## src/design/assert_macros.svh

```systemverilog
// Assertion macros shared by the operating-time meter RTL.
// Needs a clock named i_clk and an active-low reset named i_rst_n in scope.
`ifndef ASSERT_MACROS_SVH
`define ASSERT_MACROS_SVH

`ifndef SYNTHESIS
// Same-cycle implication, checked out of reset.
`define OTM_ASSERT_NOW(lbl, ante, cons, msg) \
    lbl: assert property (@(posedge i_clk) disable iff (!i_rst_n) (ante) |-> (cons)) \
        else $error(msg);
// Next-cycle implication, checked out of reset.
`define OTM_ASSERT_NEXT(lbl, ante, cons, msg) \
    lbl: assert property (@(posedge i_clk) disable iff (!i_rst_n) (ante) |=> (cons)) \
        else $error(msg);
`else
`define OTM_ASSERT_NOW(lbl, ante, cons, msg)
`define OTM_ASSERT_NEXT(lbl, ante, cons, msg)
`endif

`endif

```

## src/design/otm_pkg.sv

```systemverilog
// Package for the operating-time meter: request and result types, codes and
// selector decoding. Used by every module of the block; depends on nothing.
package otm_pkg;

    localparam int LED_CHANNELS_DEF = 6;
    localparam int MAX_CHANNELS     = 6;
    localparam int MS_W             = 10;
    localparam int SEC_W            = 32;
    localparam int SEL_W            = 4;
    localparam int PACK_W           = MAX_CHANNELS * MS_W;

    // One second in milliseconds, and two, at the width of a remainder sum.
    localparam logic [MS_W:0] MS_PER_SECOND = 11'd1000;
    localparam logic [MS_W:0] MS_TWO_SECONDS = 11'd2000;

    // Counter selector codes.
    localparam logic [SEL_W-1:0] SEL_COMP_BASE = 4'd6;
    localparam logic [SEL_W-1:0] SEL_SYSTEM    = 4'd12;
    localparam logic [SEL_W-1:0] SEL_NETWORK   = 4'd13;

    typedef enum logic [1:0] {
        KIND_TICK = 2'd0,
        KIND_SET  = 2'd1,
        KIND_READ = 2'd2
    } t_kind;

    typedef struct packed {
        logic [1:0]        kind;
        logic              in_network;
        logic [PACK_W-1:0] led_on_ms;
        logic [PACK_W-1:0] comp_on_ms;
        logic [SEL_W-1:0]  counter_sel;
        logic [SEC_W-1:0]  set_value;
    } t_otm_in;

    typedef struct packed {
        logic [SEC_W-1:0] read_value;
        logic             ok;
        logic             set_pending;
    } t_otm_out;

    // Per-lane control for one accumulator.
    typedef struct packed {
        logic tick;
        logic load;
    } t_lane_ctl;

    // A selector is valid for a fitted LED channel in either bank, or for
    // the system or network counter.
    function automatic logic sel_valid(input logic [SEL_W-1:0] sel,
                                       input logic [SEL_W-1:0] nch);
        logic plain_hit;
        logic comp_hit;
        plain_hit = (sel < nch);
        comp_hit  = (sel >= SEL_COMP_BASE) && (sel < (SEL_COMP_BASE + nch));
        return plain_hit || comp_hit || (sel == SEL_SYSTEM) || (sel == SEL_NETWORK);
    endfunction

endpackage

```

## src/design/otm_lane.sv

```systemverilog
// One accumulator lane: seconds counter plus millisecond remainder.
// Depends on otm_pkg.
module otm_lane (
    input  logic                    i_clk,
    input  logic                    i_rst_n,
    input  otm_pkg::t_lane_ctl      i_ctl,
    input  logic [otm_pkg::MS_W-1:0]  i_ms,
    input  logic [otm_pkg::SEC_W-1:0] i_load_value,
    output logic [otm_pkg::SEC_W-1:0] o_seconds
);
    import otm_pkg::*;

    logic [SEC_W-1:0] r_secs;
    logic [MS_W-1:0]  r_rem;
    logic [SEC_W-1:0] n_secs;
    logic [MS_W-1:0]  n_rem;
    logic [MS_W:0]    sum;
    logic [MS_W:0]    diff;
    logic [1:0]       carry;

    // Add this tick's milliseconds; up to two whole seconds can carry out.
    always_comb begin
        sum = {1'b0, r_rem} + {1'b0, i_ms};
        if (sum >= MS_TWO_SECONDS) begin
            carry = 2'd2;
            diff  = sum - MS_TWO_SECONDS;
        end else if (sum >= MS_PER_SECOND) begin
            carry = 2'd1;
            diff  = sum - MS_PER_SECOND;
        end else begin
            carry = 2'd0;
            diff  = sum;
        end
        n_rem = diff[MS_W-1:0];
        // A pending overwrite lands after the increment and wins.
        if (i_ctl.load) begin
            n_secs = i_load_value;
        end else begin
            n_secs = r_secs + {{(SEC_W-2){1'b0}}, carry};
        end
    end

    always_ff @(posedge i_clk) begin
        if (!i_rst_n) begin
            r_secs <= '0;
            r_rem  <= '0;
        end else if (i_ctl.tick) begin
            r_secs <= n_secs;
            r_rem  <= n_rem;
        end
    end

    assign o_seconds = r_secs;

endmodule

```

## src/design/otm_merge.sv

```systemverilog
// Merging stage: picks the requested counter out of all lanes and holds the
// result in the output register. Depends on otm_pkg.
module otm_merge #(
    parameter int LED_CHANNELS = otm_pkg::LED_CHANNELS_DEF
) (
    input  logic                      i_clk,
    input  logic                      i_rst_n,
    input  logic                      i_take,
    input  logic [1:0]                i_kind,
    input  logic [otm_pkg::SEL_W-1:0] i_sel,
    input  logic                      i_pending,
    input  logic [otm_pkg::SEC_W-1:0] i_led_secs [LED_CHANNELS],
    input  logic [otm_pkg::SEC_W-1:0] i_comp_secs [LED_CHANNELS],
    input  logic [otm_pkg::SEC_W-1:0] i_sys_secs,
    input  logic [otm_pkg::SEC_W-1:0] i_net_secs,
    input  logic                      i_out_ready,
    output logic                      o_ready,
    output logic                      o_out_valid,
    output otm_pkg::t_otm_out         o_out
);
    import otm_pkg::*;

    localparam logic [SEL_W-1:0] NCH = SEL_W'(LED_CHANNELS);

    logic             r_valid;
    t_otm_out         r_out;
    t_otm_out         n_out;
    logic [SEC_W-1:0] counter;
    logic             valid_sel;

    // Select the addressed counter; lanes compare the selector in parallel.
    always_comb begin
        counter = '0;
        for (int i = 0; i < LED_CHANNELS; i++) begin
            if (i_sel == SEL_W'(i)) begin
                counter = i_led_secs[i];
            end
            if (i_sel == (SEL_COMP_BASE + SEL_W'(i))) begin
                counter = i_comp_secs[i];
            end
        end
        if (i_sel == SEL_SYSTEM) begin
            counter = i_sys_secs;
        end
        if (i_sel == SEL_NETWORK) begin
            counter = i_net_secs;
        end
    end

    assign valid_sel = sel_valid(i_sel, NCH);

    // Build the result for the accepted request.
    always_comb begin
        n_out             = '0;
        n_out.set_pending = i_pending;
        case (i_kind)
            KIND_TICK: begin
                n_out.ok = 1'b1;
            end
            KIND_SET: begin
                n_out.ok = valid_sel;
            end
            KIND_READ: begin
                n_out.ok = valid_sel;
                if (valid_sel) begin
                    n_out.read_value = counter;
                end
            end
            default: begin
                n_out.ok = 1'b0;
            end
        endcase
    end

    // Output register; a new request may enter whenever the held result leaves.
    assign o_ready = !r_valid || i_out_ready;

    always_ff @(posedge i_clk) begin
        if (!i_rst_n) begin
            r_valid <= 1'b0;
        end else if (o_ready) begin
            r_valid <= i_take;
        end
        if (i_take) begin
            r_out <= n_out;
        end
    end

    assign o_out_valid = r_valid;
    assign o_out       = r_out;

endmodule

```

## src/design/operating_time_meter_unit.sv

```systemverilog
// Operating-time meter top level: system and network counters, the pending
// overwrite, one lane pair per LED channel, and the merging stage.
// Depends on otm_pkg, otm_lane, otm_merge and assert_macros.svh.
//
// The meter takes one request per clock cycle and returns exactly one result
// for each, in the cycle after acceptance, from a single output register. Every
// accumulator lane updates in the cycle its tick is accepted, so requests may
// follow each other without gaps; o_in_ready drops only while a held result
// is not taken. A tick adds one second to the system counter, one to the
// network counter when in network, and each channel's milliseconds to its
// plain and compensated accumulators. A set is held pending and overwrites
// its counter at the end of the next tick. All counters reset to zero.
`include "assert_macros.svh"

module operating_time_meter_unit #(
    parameter int LED_CHANNELS = otm_pkg::LED_CHANNELS_DEF
) (
    input  logic              i_clk,
    input  logic              i_rst_n,
    input  logic              i_in_valid,
    output logic              o_in_ready,
    input  otm_pkg::t_otm_in  i_in,
    output logic              o_out_valid,
    input  logic              i_out_ready,
    output otm_pkg::t_otm_out o_out
);
    import otm_pkg::*;

    localparam logic [SEL_W-1:0] NCH = SEL_W'(LED_CHANNELS);

    logic             accept;
    logic             tick;
    logic             apply;
    logic             sys_load;
    logic             net_load;
    logic [SEC_W-1:0] sys_next;
    logic [SEC_W-1:0] net_next;
    logic             r_pending_flag;
    logic [SEL_W-1:0] r_pending_sel;
    logic [SEC_W-1:0] r_pending_value;
    logic             n_pending_flag;
    logic [SEL_W-1:0] n_pending_sel;
    logic [SEC_W-1:0] n_pending_value;
    logic [SEC_W-1:0] r_sys_secs;
    logic [SEC_W-1:0] r_net_secs;
    logic [SEC_W-1:0] led_secs [LED_CHANNELS];
    logic [SEC_W-1:0] comp_secs [LED_CHANNELS];

    assign accept = i_in_valid && o_in_ready;
    assign tick   = accept && (i_in.kind == KIND_TICK);
    assign apply  = tick && r_pending_flag;

    // Pending overwrite: a valid set replaces it, a tick consumes it.
    always_comb begin
        n_pending_flag  = r_pending_flag;
        n_pending_sel   = r_pending_sel;
        n_pending_value = r_pending_value;
        if (accept) begin
            case (i_in.kind)
                KIND_TICK: begin
                    n_pending_flag = 1'b0;
                end
                KIND_SET: begin
                    if (sel_valid(i_in.counter_sel, NCH)) begin
                        n_pending_flag  = 1'b1;
                        n_pending_sel   = i_in.counter_sel;
                        n_pending_value = i_in.set_value;
                    end
                end
                default: begin
                    n_pending_flag = r_pending_flag;
                end
            endcase
        end
    end

    always_ff @(posedge i_clk) begin
        if (!i_rst_n) begin
            r_pending_flag  <= 1'b0;
            r_pending_sel   <= '0;
            r_pending_value <= '0;
        end else begin
            r_pending_flag  <= n_pending_flag;
            r_pending_sel   <= n_pending_sel;
            r_pending_value <= n_pending_value;
        end
    end

    // Overwrite targets and incremented values of the two plain counters.
    assign sys_load = apply && (r_pending_sel == SEL_SYSTEM);
    assign net_load = apply && (r_pending_sel == SEL_NETWORK);
    assign sys_next = r_sys_secs + SEC_W'(1);
    assign net_next = r_net_secs + SEC_W'(1);

    // System and network seconds; an overwrite lands after the increment.
    always_ff @(posedge i_clk) begin
        if (!i_rst_n) begin
            r_sys_secs <= '0;
            r_net_secs <= '0;
        end else if (tick) begin
            if (sys_load) begin
                r_sys_secs <= r_pending_value;
            end else begin
                r_sys_secs <= sys_next;
            end
            if (net_load) begin
                r_net_secs <= r_pending_value;
            end else if (i_in.in_network) begin
                r_net_secs <= net_next;
            end
        end
    end

    // One plain and one compensated lane per fitted LED channel.
    for (genvar g = 0; g < LED_CHANNELS; g++) begin : g_lane
        t_lane_ctl led_ctl;
        t_lane_ctl comp_ctl;

        assign led_ctl.tick  = tick;
        assign led_ctl.load  = apply && (r_pending_sel == SEL_W'(g));
        assign comp_ctl.tick = tick;
        assign comp_ctl.load = apply && (r_pending_sel == (SEL_COMP_BASE + SEL_W'(g)));

        otm_lane u_led (
            .i_clk        (i_clk),
            .i_rst_n      (i_rst_n),
            .i_ctl        (led_ctl),
            .i_ms         (i_in.led_on_ms[g*MS_W +: MS_W]),
            .i_load_value (r_pending_value),
            .o_seconds    (led_secs[g])
        );

        otm_lane u_comp (
            .i_clk        (i_clk),
            .i_rst_n      (i_rst_n),
            .i_ctl        (comp_ctl),
            .i_ms         (i_in.comp_on_ms[g*MS_W +: MS_W]),
            .i_load_value (r_pending_value),
            .o_seconds    (comp_secs[g])
        );
    end

    // Merge the lanes into the result register.
    otm_merge #(
        .LED_CHANNELS (LED_CHANNELS)
    ) u_merge (
        .i_clk       (i_clk),
        .i_rst_n     (i_rst_n),
        .i_take      (accept),
        .i_kind      (i_in.kind),
        .i_sel       (i_in.counter_sel),
        .i_pending   (n_pending_flag),
        .i_led_secs  (led_secs),
        .i_comp_secs (comp_secs),
        .i_sys_secs  (r_sys_secs),
        .i_net_secs  (r_net_secs),
        .i_out_ready (i_out_ready),
        .o_ready     (o_in_ready),
        .o_out_valid (o_out_valid),
        .o_out       (o_out)
    );

    // Checks on the block's own control.
    `OTM_ASSERT_NOW(a_stall_blocks, o_out_valid && !i_out_ready, !o_in_ready, "stalled but ready")
    `OTM_ASSERT_NEXT(a_result_follows, accept, o_out_valid, "accepted request gave no result")
    `OTM_ASSERT_NEXT(a_tick_clears, tick, !r_pending_flag, "pending set survived a tick")
    `OTM_ASSERT_NEXT(a_sys_count, tick && !sys_load, r_sys_secs == $past(sys_next), "tick lost")

endmodule

```

## config.mk

```make
export PLATFORM = sky130hd
export DESIGN_NAME = operating_time_meter_unit
export DESIGN_NICKNAME = d
export VERILOG_FILES = /design/src/design/otm_pkg.sv /design/src/design/otm_lane.sv /design/src/design/otm_merge.sv /design/src/design/operating_time_meter_unit.sv
export VERILOG_INCLUDE_DIRS = /design/src /design/src/design
export SDC_FILE = /design/constraint.sdc
export NUM_CORES = 2
export LEC_CHECK = 0
export BUFFER_PORTS_ARGS = -buffer_cell sky130_fd_sc_hd__buf_2
export CAP_MARGIN = 5
export CORE_MARGIN = 8
export CORE_UTILIZATION = 55
export DETAILED_ROUTE_END_ITERATION = 10
export PLACE_DENSITY = 0.72
export RECOVER_POWER = 100
export SLEW_MARGIN = 40
export SYNTH_ARGS = -nofsm -noshare
export SYNTH_HDL_FRONTEND = slang
export SYNTH_SLANG_ARGS = --single-unit
```

## constraint.sdc

```tcl
create_clock -name i_clk -period 14.9 [get_ports i_clk]
set_input_delay 0.745 -clock i_clk [delete_from_list [all_inputs] [get_ports i_clk]]
set_output_delay 0.745 -clock i_clk [all_outputs]
set_load 0.005 [all_outputs]
```

## Word level (Yosys, flattened, before mapping)

Index checks and enable logic that the tools add are counted.
Widths: inputs -> output; s select.

| word-level totals | value |
|---|---|
| flip-flop bits (word level) | 640 |
| bits in latches | 0 |
| RAM bits | 0 |
| bits in read-only memories | 0 |
| input port bits | 163 |
| logic and storage cells | 250 |
| memories | 0 |

| operators by class | value |
|---|---|
| add/sub/neg operators | 50 |
| $mul | 0 |
| divide/modulo/power cells | 0 |
| $lt $le $gt $ge | 27 |
| equality and inequality tests | 28 |
| shifts and indexed selects | 0 |
| muxes and demuxes | 81 |
| bitwise logic cells | 0 |
| reduce and logical (&&, ||, !) cells | 31 |

Operator list:

| operator | number |
|---|---|
| $mux 32 | 29 |
| $add 32x2->32 | 12 |
| $mux 10 | 24 |
| $sub 10x10->10 const B | 24 |
| $add 10x10->11 | 12 |
| $ge 11x10->1 const B | 12 |
| $ge 11x11->1 const B | 12 |
| $add 32x1->32 const B | 2 |
| $eq 4x4->1 const B | 12 |
| $eq 4x3->1 const B | 8 |
| $mux 2 | 12 |
| $logic_and 1x1->1 | 18 |
| $eq 4x2->1 const B | 4 |
| $mux 1 | 14 |
| $eq 4x1->1 const B | 2 |
| $logic_not 4->1 | 2 |
| $ge 4x3->1 const B | 1 |
| $logic_or 1x1->1 | 4 |
| $lt 4x3->1 const B | 1 |
| $lt 4x4->1 const B | 1 |
| $pmux 1 s2 | 2 |
| $reduce_and 2->1 | 2 |
| $reduce_and 3->1 | 1 |
| $eq 2x1->1 const B | 1 |
| 5 further kinds | 5 |

## Depth between registers and ports, before layout

| logic depth | value |
|---|---|
| word-level depth | 15 |
| depth in mapped cells | 24 |

## By module

From an unflattened synthesis, not the netlist that was laid out.

| unflattened totals | value |
|---|---|
| cell total of the unflattened synthesis | 6498 |
| area total of the unflattened synthesis | 49801.5 sq um |

Modules (own cells, without submodules):

| module | instances | cells an instance | area each (sq um) |
|---|---|---|---|
| otm_lane at g_lane[0].u_comp ... | 7 | 405 | 3163.0 |
| operating_time_meter_unit | 1 | 744 | 5529.1 |
| otm_merge | 1 | 721 | 5506.5 |
| otm_lane at g_lane[4].u_led | 1 | 450 | 3427.0 |
| otm_lane at g_lane[4].u_comp | 1 | 456 | 3425.8 |
| otm_lane at g_lane[3].u_led | 1 | 434 | 3263.1 |
| otm_lane at g_lane[3].u_comp | 1 | 421 | 3256.9 |
| otm_lane at g_lane[5].u_comp | 1 | 437 | 3251.9 |

## Least setup slack after synthesis

No wires, ideal clock.

| path | value |
|---|---|
| path type | input to register |
| start | in i_in[136] (netlist name) |
| end | reg g_lane[4].u_led.r_secs[30] |
| arrival time | 5349 ps |
| setup slack | 9480 ps |
| cell stages on the path | 23 |
| path buffers | 1 |
| cell sequence | ha_1 -> fa_1 -> a21o_1 -> a21oi_1 -> xor2_1 -> ha_1 -> nand3_1 -> a211oi_1 -> a31o_2 -> inv_1 -> nor2_1 -> ha_1 -> fa_1 -> nand3_1 -> or4b_1 -> nor2_1 -> and3_1 -> buf_2 -> nor4b_4 -> nand3_1 -> o31ai_1 -> nand2_1 -> a21oi_1 |

| on the way | value |
|---|---|
| cells in the longest elaborated chain, start to end | 6 |
| elaborated cells on any way between the ends | 7 |

RTL lines:

| element | line | source |
|---|---|---|
| start, declared | operating_time_meter_unit.sv:22 | `input otm_pkg::t_otm_in i_in,` |
| $add 10x10->11 (*) | otm_lane.sv:23 | `sum = {1'b0, r_rem} + {1'b0, i_ms};` |
| $ge 11x10->1 | otm_lane.sv:27 | `end else if (sum >= MS_PER_SECOND) begin` |
| $mux 1 | otm_lane.sv:27 |  |
| $mux 2 (*) | otm_lane.sv:24 | `if (sum >= MS_TWO_SECONDS) begin` |
| $add 32x2->32 (*) | otm_lane.sv:39 | `n_secs = r_secs + {{(SEC_W-2){1'b0}}, carry};` |
| $mux 32 (*) | otm_lane.sv:36 | `if (i_ctl.load) begin` |
| end signal, assigned | otm_lane.sv:48 | `r_secs <= n_secs;` |
| end, declared | otm_lane.sv:13 | `logic [SEC_W-1:0] r_secs;` |

Mark *: on every way between the ends. The rest lies on a longest branch, timed or not.
A chain may end at the register's enable or synchronous reset.

## Final worst setup path

| path | value |
|---|---|
| start | reg u_merge.r_valid, in the netlist u_merge.o_out_valid |
| end | reg g_lane[1].u_comp.r_rem[7] |

| on the way | value |
|---|---|
| cells in the longest elaborated chain, start to end | 4 |

RTL lines:

| element | line | source |
|---|---|---|
| start, declared | otm_merge.sv:25 | `logic r_valid;` |
| start signal, assigned | otm_merge.sv:82 | `r_valid <= i_take;` |
| $logic_not 1->1 | otm_merge.sv:76 | `assign o_ready = !r_valid \|\| i_out_ready;` |
| $logic_or 1x1->1 | otm_merge.sv:76 |  |
| $logic_and 1x1->1 | operating_time_meter_unit.sv:49 | `assign accept = i_in_valid && o_in_ready;` |
| via accept | operating_time_meter_unit.sv:31 | `logic accept;` |
| $logic_and 1x1->1 | operating_time_meter_unit.sv:50 | `assign tick = accept && (i_in.kind == KIND_TICK);` |
| end signal, assigned | otm_lane.sv:49 | `r_rem <= n_rem;` |
| end, declared | otm_lane.sv:14 | `logic [MS_W-1:0] r_rem;` |

The timed path passes the listed nets, and every way through them passes these cells.

==> flow_summary_export.csv <==
group,metric,value,unit
global_route,grt_pass1_wl,249100,um
yosys,syn_avg_cell_area,7.143,um2
global_route,grtUsageTotal,32.10,%
setup_path,crit_type,"reg2reg",
pwr,internal_power,3.222,mW
clock_network,post_cts_buffers,0,
pwr,powerDensity,88.74,nW/um2
yosys,ys_types,121,
floorplanning,fp-row-count,106,
clock_network,cts_tree,"yes",
setup_path,arrival,10290,ps
status,violations,"capacitance limit, slew limit",
global_route,grt_pass1_vias,44403,
clock_network,cts-root-buf,"clkbuf_16",
yosys,async_reset_ff_share,0,%
yosys,synth.cell_area,46440,um2
drt,drcViolationCount,0,
placed_design,place_congestion,0.9620,
placed_design,placed_cells,7445,
timing,skew,19.14,ps
clock_network,h-tree-depth,3,
yosys,yosysWarnings,0,
drt,viasPerCell,6.586,
status,status,"finished with violations",
setup_path,worstPathMaxFanout,106,
global_route,antenna_found_initial,11,
drt,drt_wl_total,159900,um
final_layout,seqCellArea,13170,um2
placed_design,placed_cell_area,48060,um2
drt,drt_iter0_drc,6265,
placed_design,port_buffers,198,
drt,final_antenna_net_count,0,
final_layout,final_cell_area,50570,um2
floorplanning,die_width,306.6,um
clock_network,cts.repair.resized,0,
floorplanning,die_y,306.6,um
setup_path,worstSetupEndpointType,"flip-flop",
yosys,synth_edf_count,34,
yosys,yosysSeqAreaShare,28.32,%
flow_run,maxCapViolations,20,
timing,hold_violations,0,
worst_hold_path,min_path_type,"in2reg",
clock_network,cts_buffer_depth,3,
floorplanning,dieArea,93990,um2
final_layout,layout-drive-gt1-share,7.983,%
timing,setup_viol,0,
yosys,ys_ff_latch,640,
final_layout,num-fill-cells,7838,
drt,firstDrtPassIters,9,
floorplanning,coreArea,83690,um2
timing,rsz0062_at_grt,"false",
clock_network,numClockSinks,640,
pwr,swShare,28.19,%
pwr,leakagePower,17.79,nW
final_layout,area_growth,8.899,%
clock_network,clk_pin_slew_worst_paths,60,ps
pwr,worst_ir_drop_vdd,0.07514,mV
pwr,power_switching,1.265,mW
floorplanning,start_util,55.49,%
final_layout,utilization,60.43,%
global_route,grt_max_degree,194,
timing,slew_violations,1194,
drt,wl_per_cell,21.06,um
final_layout,multi_input_area,31060,um2
pwr,power_frac_clock,45.5,%
global_route,grt-ovfl-total,0,
setup_path,cp-start-kind,"flip-flop",
timing,maxSlewHeadroom,-465.6,%
final_layout,nets,6791,
pwr,power_frac_comb,14.7,%
pwr,seq_power_share,39.8,%
clock_network,cts_buffers,76,
timing,period_minus_slack,9870,ps
floorplanning,io_pins,199,
yosys,syn_nets,6901,
placed_design,hpwl,109000,um
timing,period_share,66.24,%
final_layout,fin_cells,7595,
drt,vias,50022,
clock_network,cts_hold_buffers,0,
yosys,syn_inst,6501,
clock_network,clock_latency,640,ps
yosys,ys.flop_type,"dfxtp_1",
timing,final.setup.tns,0,ps
timing,timing.fmax,101.3,MHz
timing,worst_pin_slew,8484,ps
setup_path,required,15320,ps
==> Yosys cell counts (39+ instances only) <==
cell,count,area [um2]
a211oi_1,108,810.8
a21o_1,47,352.8
a21oi_1,749,3749
a221oi_1,51,446.7
a22oi_1,122,915.9
a31oi_1,99,619.3
and2_1,71,444.2
and3_1,118,738.2
clkbuf_1,426,1599
dfxtp_1,606,12130
ha_1,213,2665
inv_1,131,491.7
nand2_1,803,3014
nand3_1,230,1151
nand4_1,77,481.7
nor2_1,738,2770
nor3_1,159,795.8
nor4_1,39,244.0
o21ai_0,634,3173
o22ai_1,106,663.1
o31ai_1,68,510.5
xnor2_1,76,665.6
==> power by group through the flow <==
stage | registers (mW) | clock network [mW] | logic [mW]
3_3_place_gp | 1.82 | 0 | 0.635
6_report | 1.79 | 2.04 | 0.658
5_1_grt | 1.79 | 2.13 | 0.726
3_5_place_dp | 1.82 | 0 | 0.647
2_1_floorplan | 1.81 | 0 | 0.475
4_1_cts | 1.78 | 2.06 | 0.651
==> area by class of cell <==
| cell class | instances | share of cell area [%] |
|---|---|---|
| diodes | 10 | 0.04948 |
| clock buffers | 105 | 4.317 |
| clock inverters | 33 | 0.9822 |
| inverters | 134 | 1.019 |
| multi-input cells | 5252 | 61.42 |
| flip-flops and latches | 640 | 26.05 |
| well taps | 1134 | 2.806 |
| repair buffers | 287 | 3.355 |
==> registers in the layout, summed over array words and instances, names as in the netlist <==
register / cells
g_lane.u_led.o_seconds: 192
r_pending_sel: 4
r_pending_flag: 1
g_lane.u_comp.o_seconds: 192
r_sys_secs: 32
r_net_secs: 32
g_lane.u_comp.r_rem: 60
r_pending_value: 32
u_merge.o_out: 34
u_merge.o_out_valid: 1
g_lane.u_led.r_rem: 60
==> cells by family after synthesis <==
kind of cell / synth area share, %
simple gates: 25.02
flops: 28.32
xor+xnor: 2.217
compound gates: 32.03
mux: 0.5981
buf+inv: 4.993
fa+ha+maj: 6.817
==> critical path, stage by stage, from the launching register on <==
cell and delay, ps:
dfxtp_1 340, nand2b_1 110, and2_0 1160, nand2_1 1250, clkbuf_1 3840, nor2_1 1670
buf_4 700, and3_1 250, mux2i_1 130, o311ai_0 140
==> per-layer routing <==
layer  up-vias  track usage, %  part of all wire, %
met5         -               0                0.021
met2      2536           48.36                   43
met3       492           6.817                   10
met4         6           16.49                  5.3
li1      23738               -                    -
met1     23250           43.18                   42
==> cell usage in the layout, fill, tap and decap left out, types with 31 or more instances in the layout <==
cell type	synthesis	layout
edfxtp_1	34	34
o22ai_1	106	106
and4_1	36	36
a21oi_1	749	749
a311oi_1	29	31
a22oi_1	122	122
inv_1	131	131
and2_1	71	55
xor2_1	36	36
buf_4	0	56
o21ai_0	634	635
or3_1	34	34
nand3_1	230	230
a211oi_1	108	109
nand2_1	803	804
nor2_1	738	717
ha_1	213	213
nor4_1	39	36
buf_2	22	166
o21a_1	36	36
clkbuf_1	426	65
o31ai_1	68	67
nor3_1	159	156
a21o_1	47	47
a31oi_1	99	100
and3_1	118	117
xnor2_1	76	76
dfxtp_1	606	589
clkbuf_16	0	78
a221oi_1	51	51
nand4_1	77	78
==> worst paths after layout <==
check / endpoint / cells past startpoint / slack [ps] / start
max reg2reg: g_lane[1].u_comp.r_rem[7] / 9 / 5030 / u_merge.o_out_valid
min reg2reg: r_pending_value[8] / 2 / 450 / r_pending_value[8]
min: r_pending_value[23] / 3 / 340 / i_in[23]
max: g_lane[1].u_comp.r_rem[7] / 9 / 5030 / u_merge.o_out_valid
==> metrics by stage <==
step / total power, mW / setup WS (ps) / hold slack [ps]
2_1_floorplan: 2.282 / 9480 / 429.1
3_3_place_gp: 2.456 / 8659 / 442.2
3_5_place_dp: 2.469 / 8583 / 446.9
4_1_cts: 4.497 / 9110 / 312.5
5_1_grt: 4.646 / 4501 / 339.2
6_report: 4.487 / 5030 / 337.9
(Power assumes the default switching activity.)
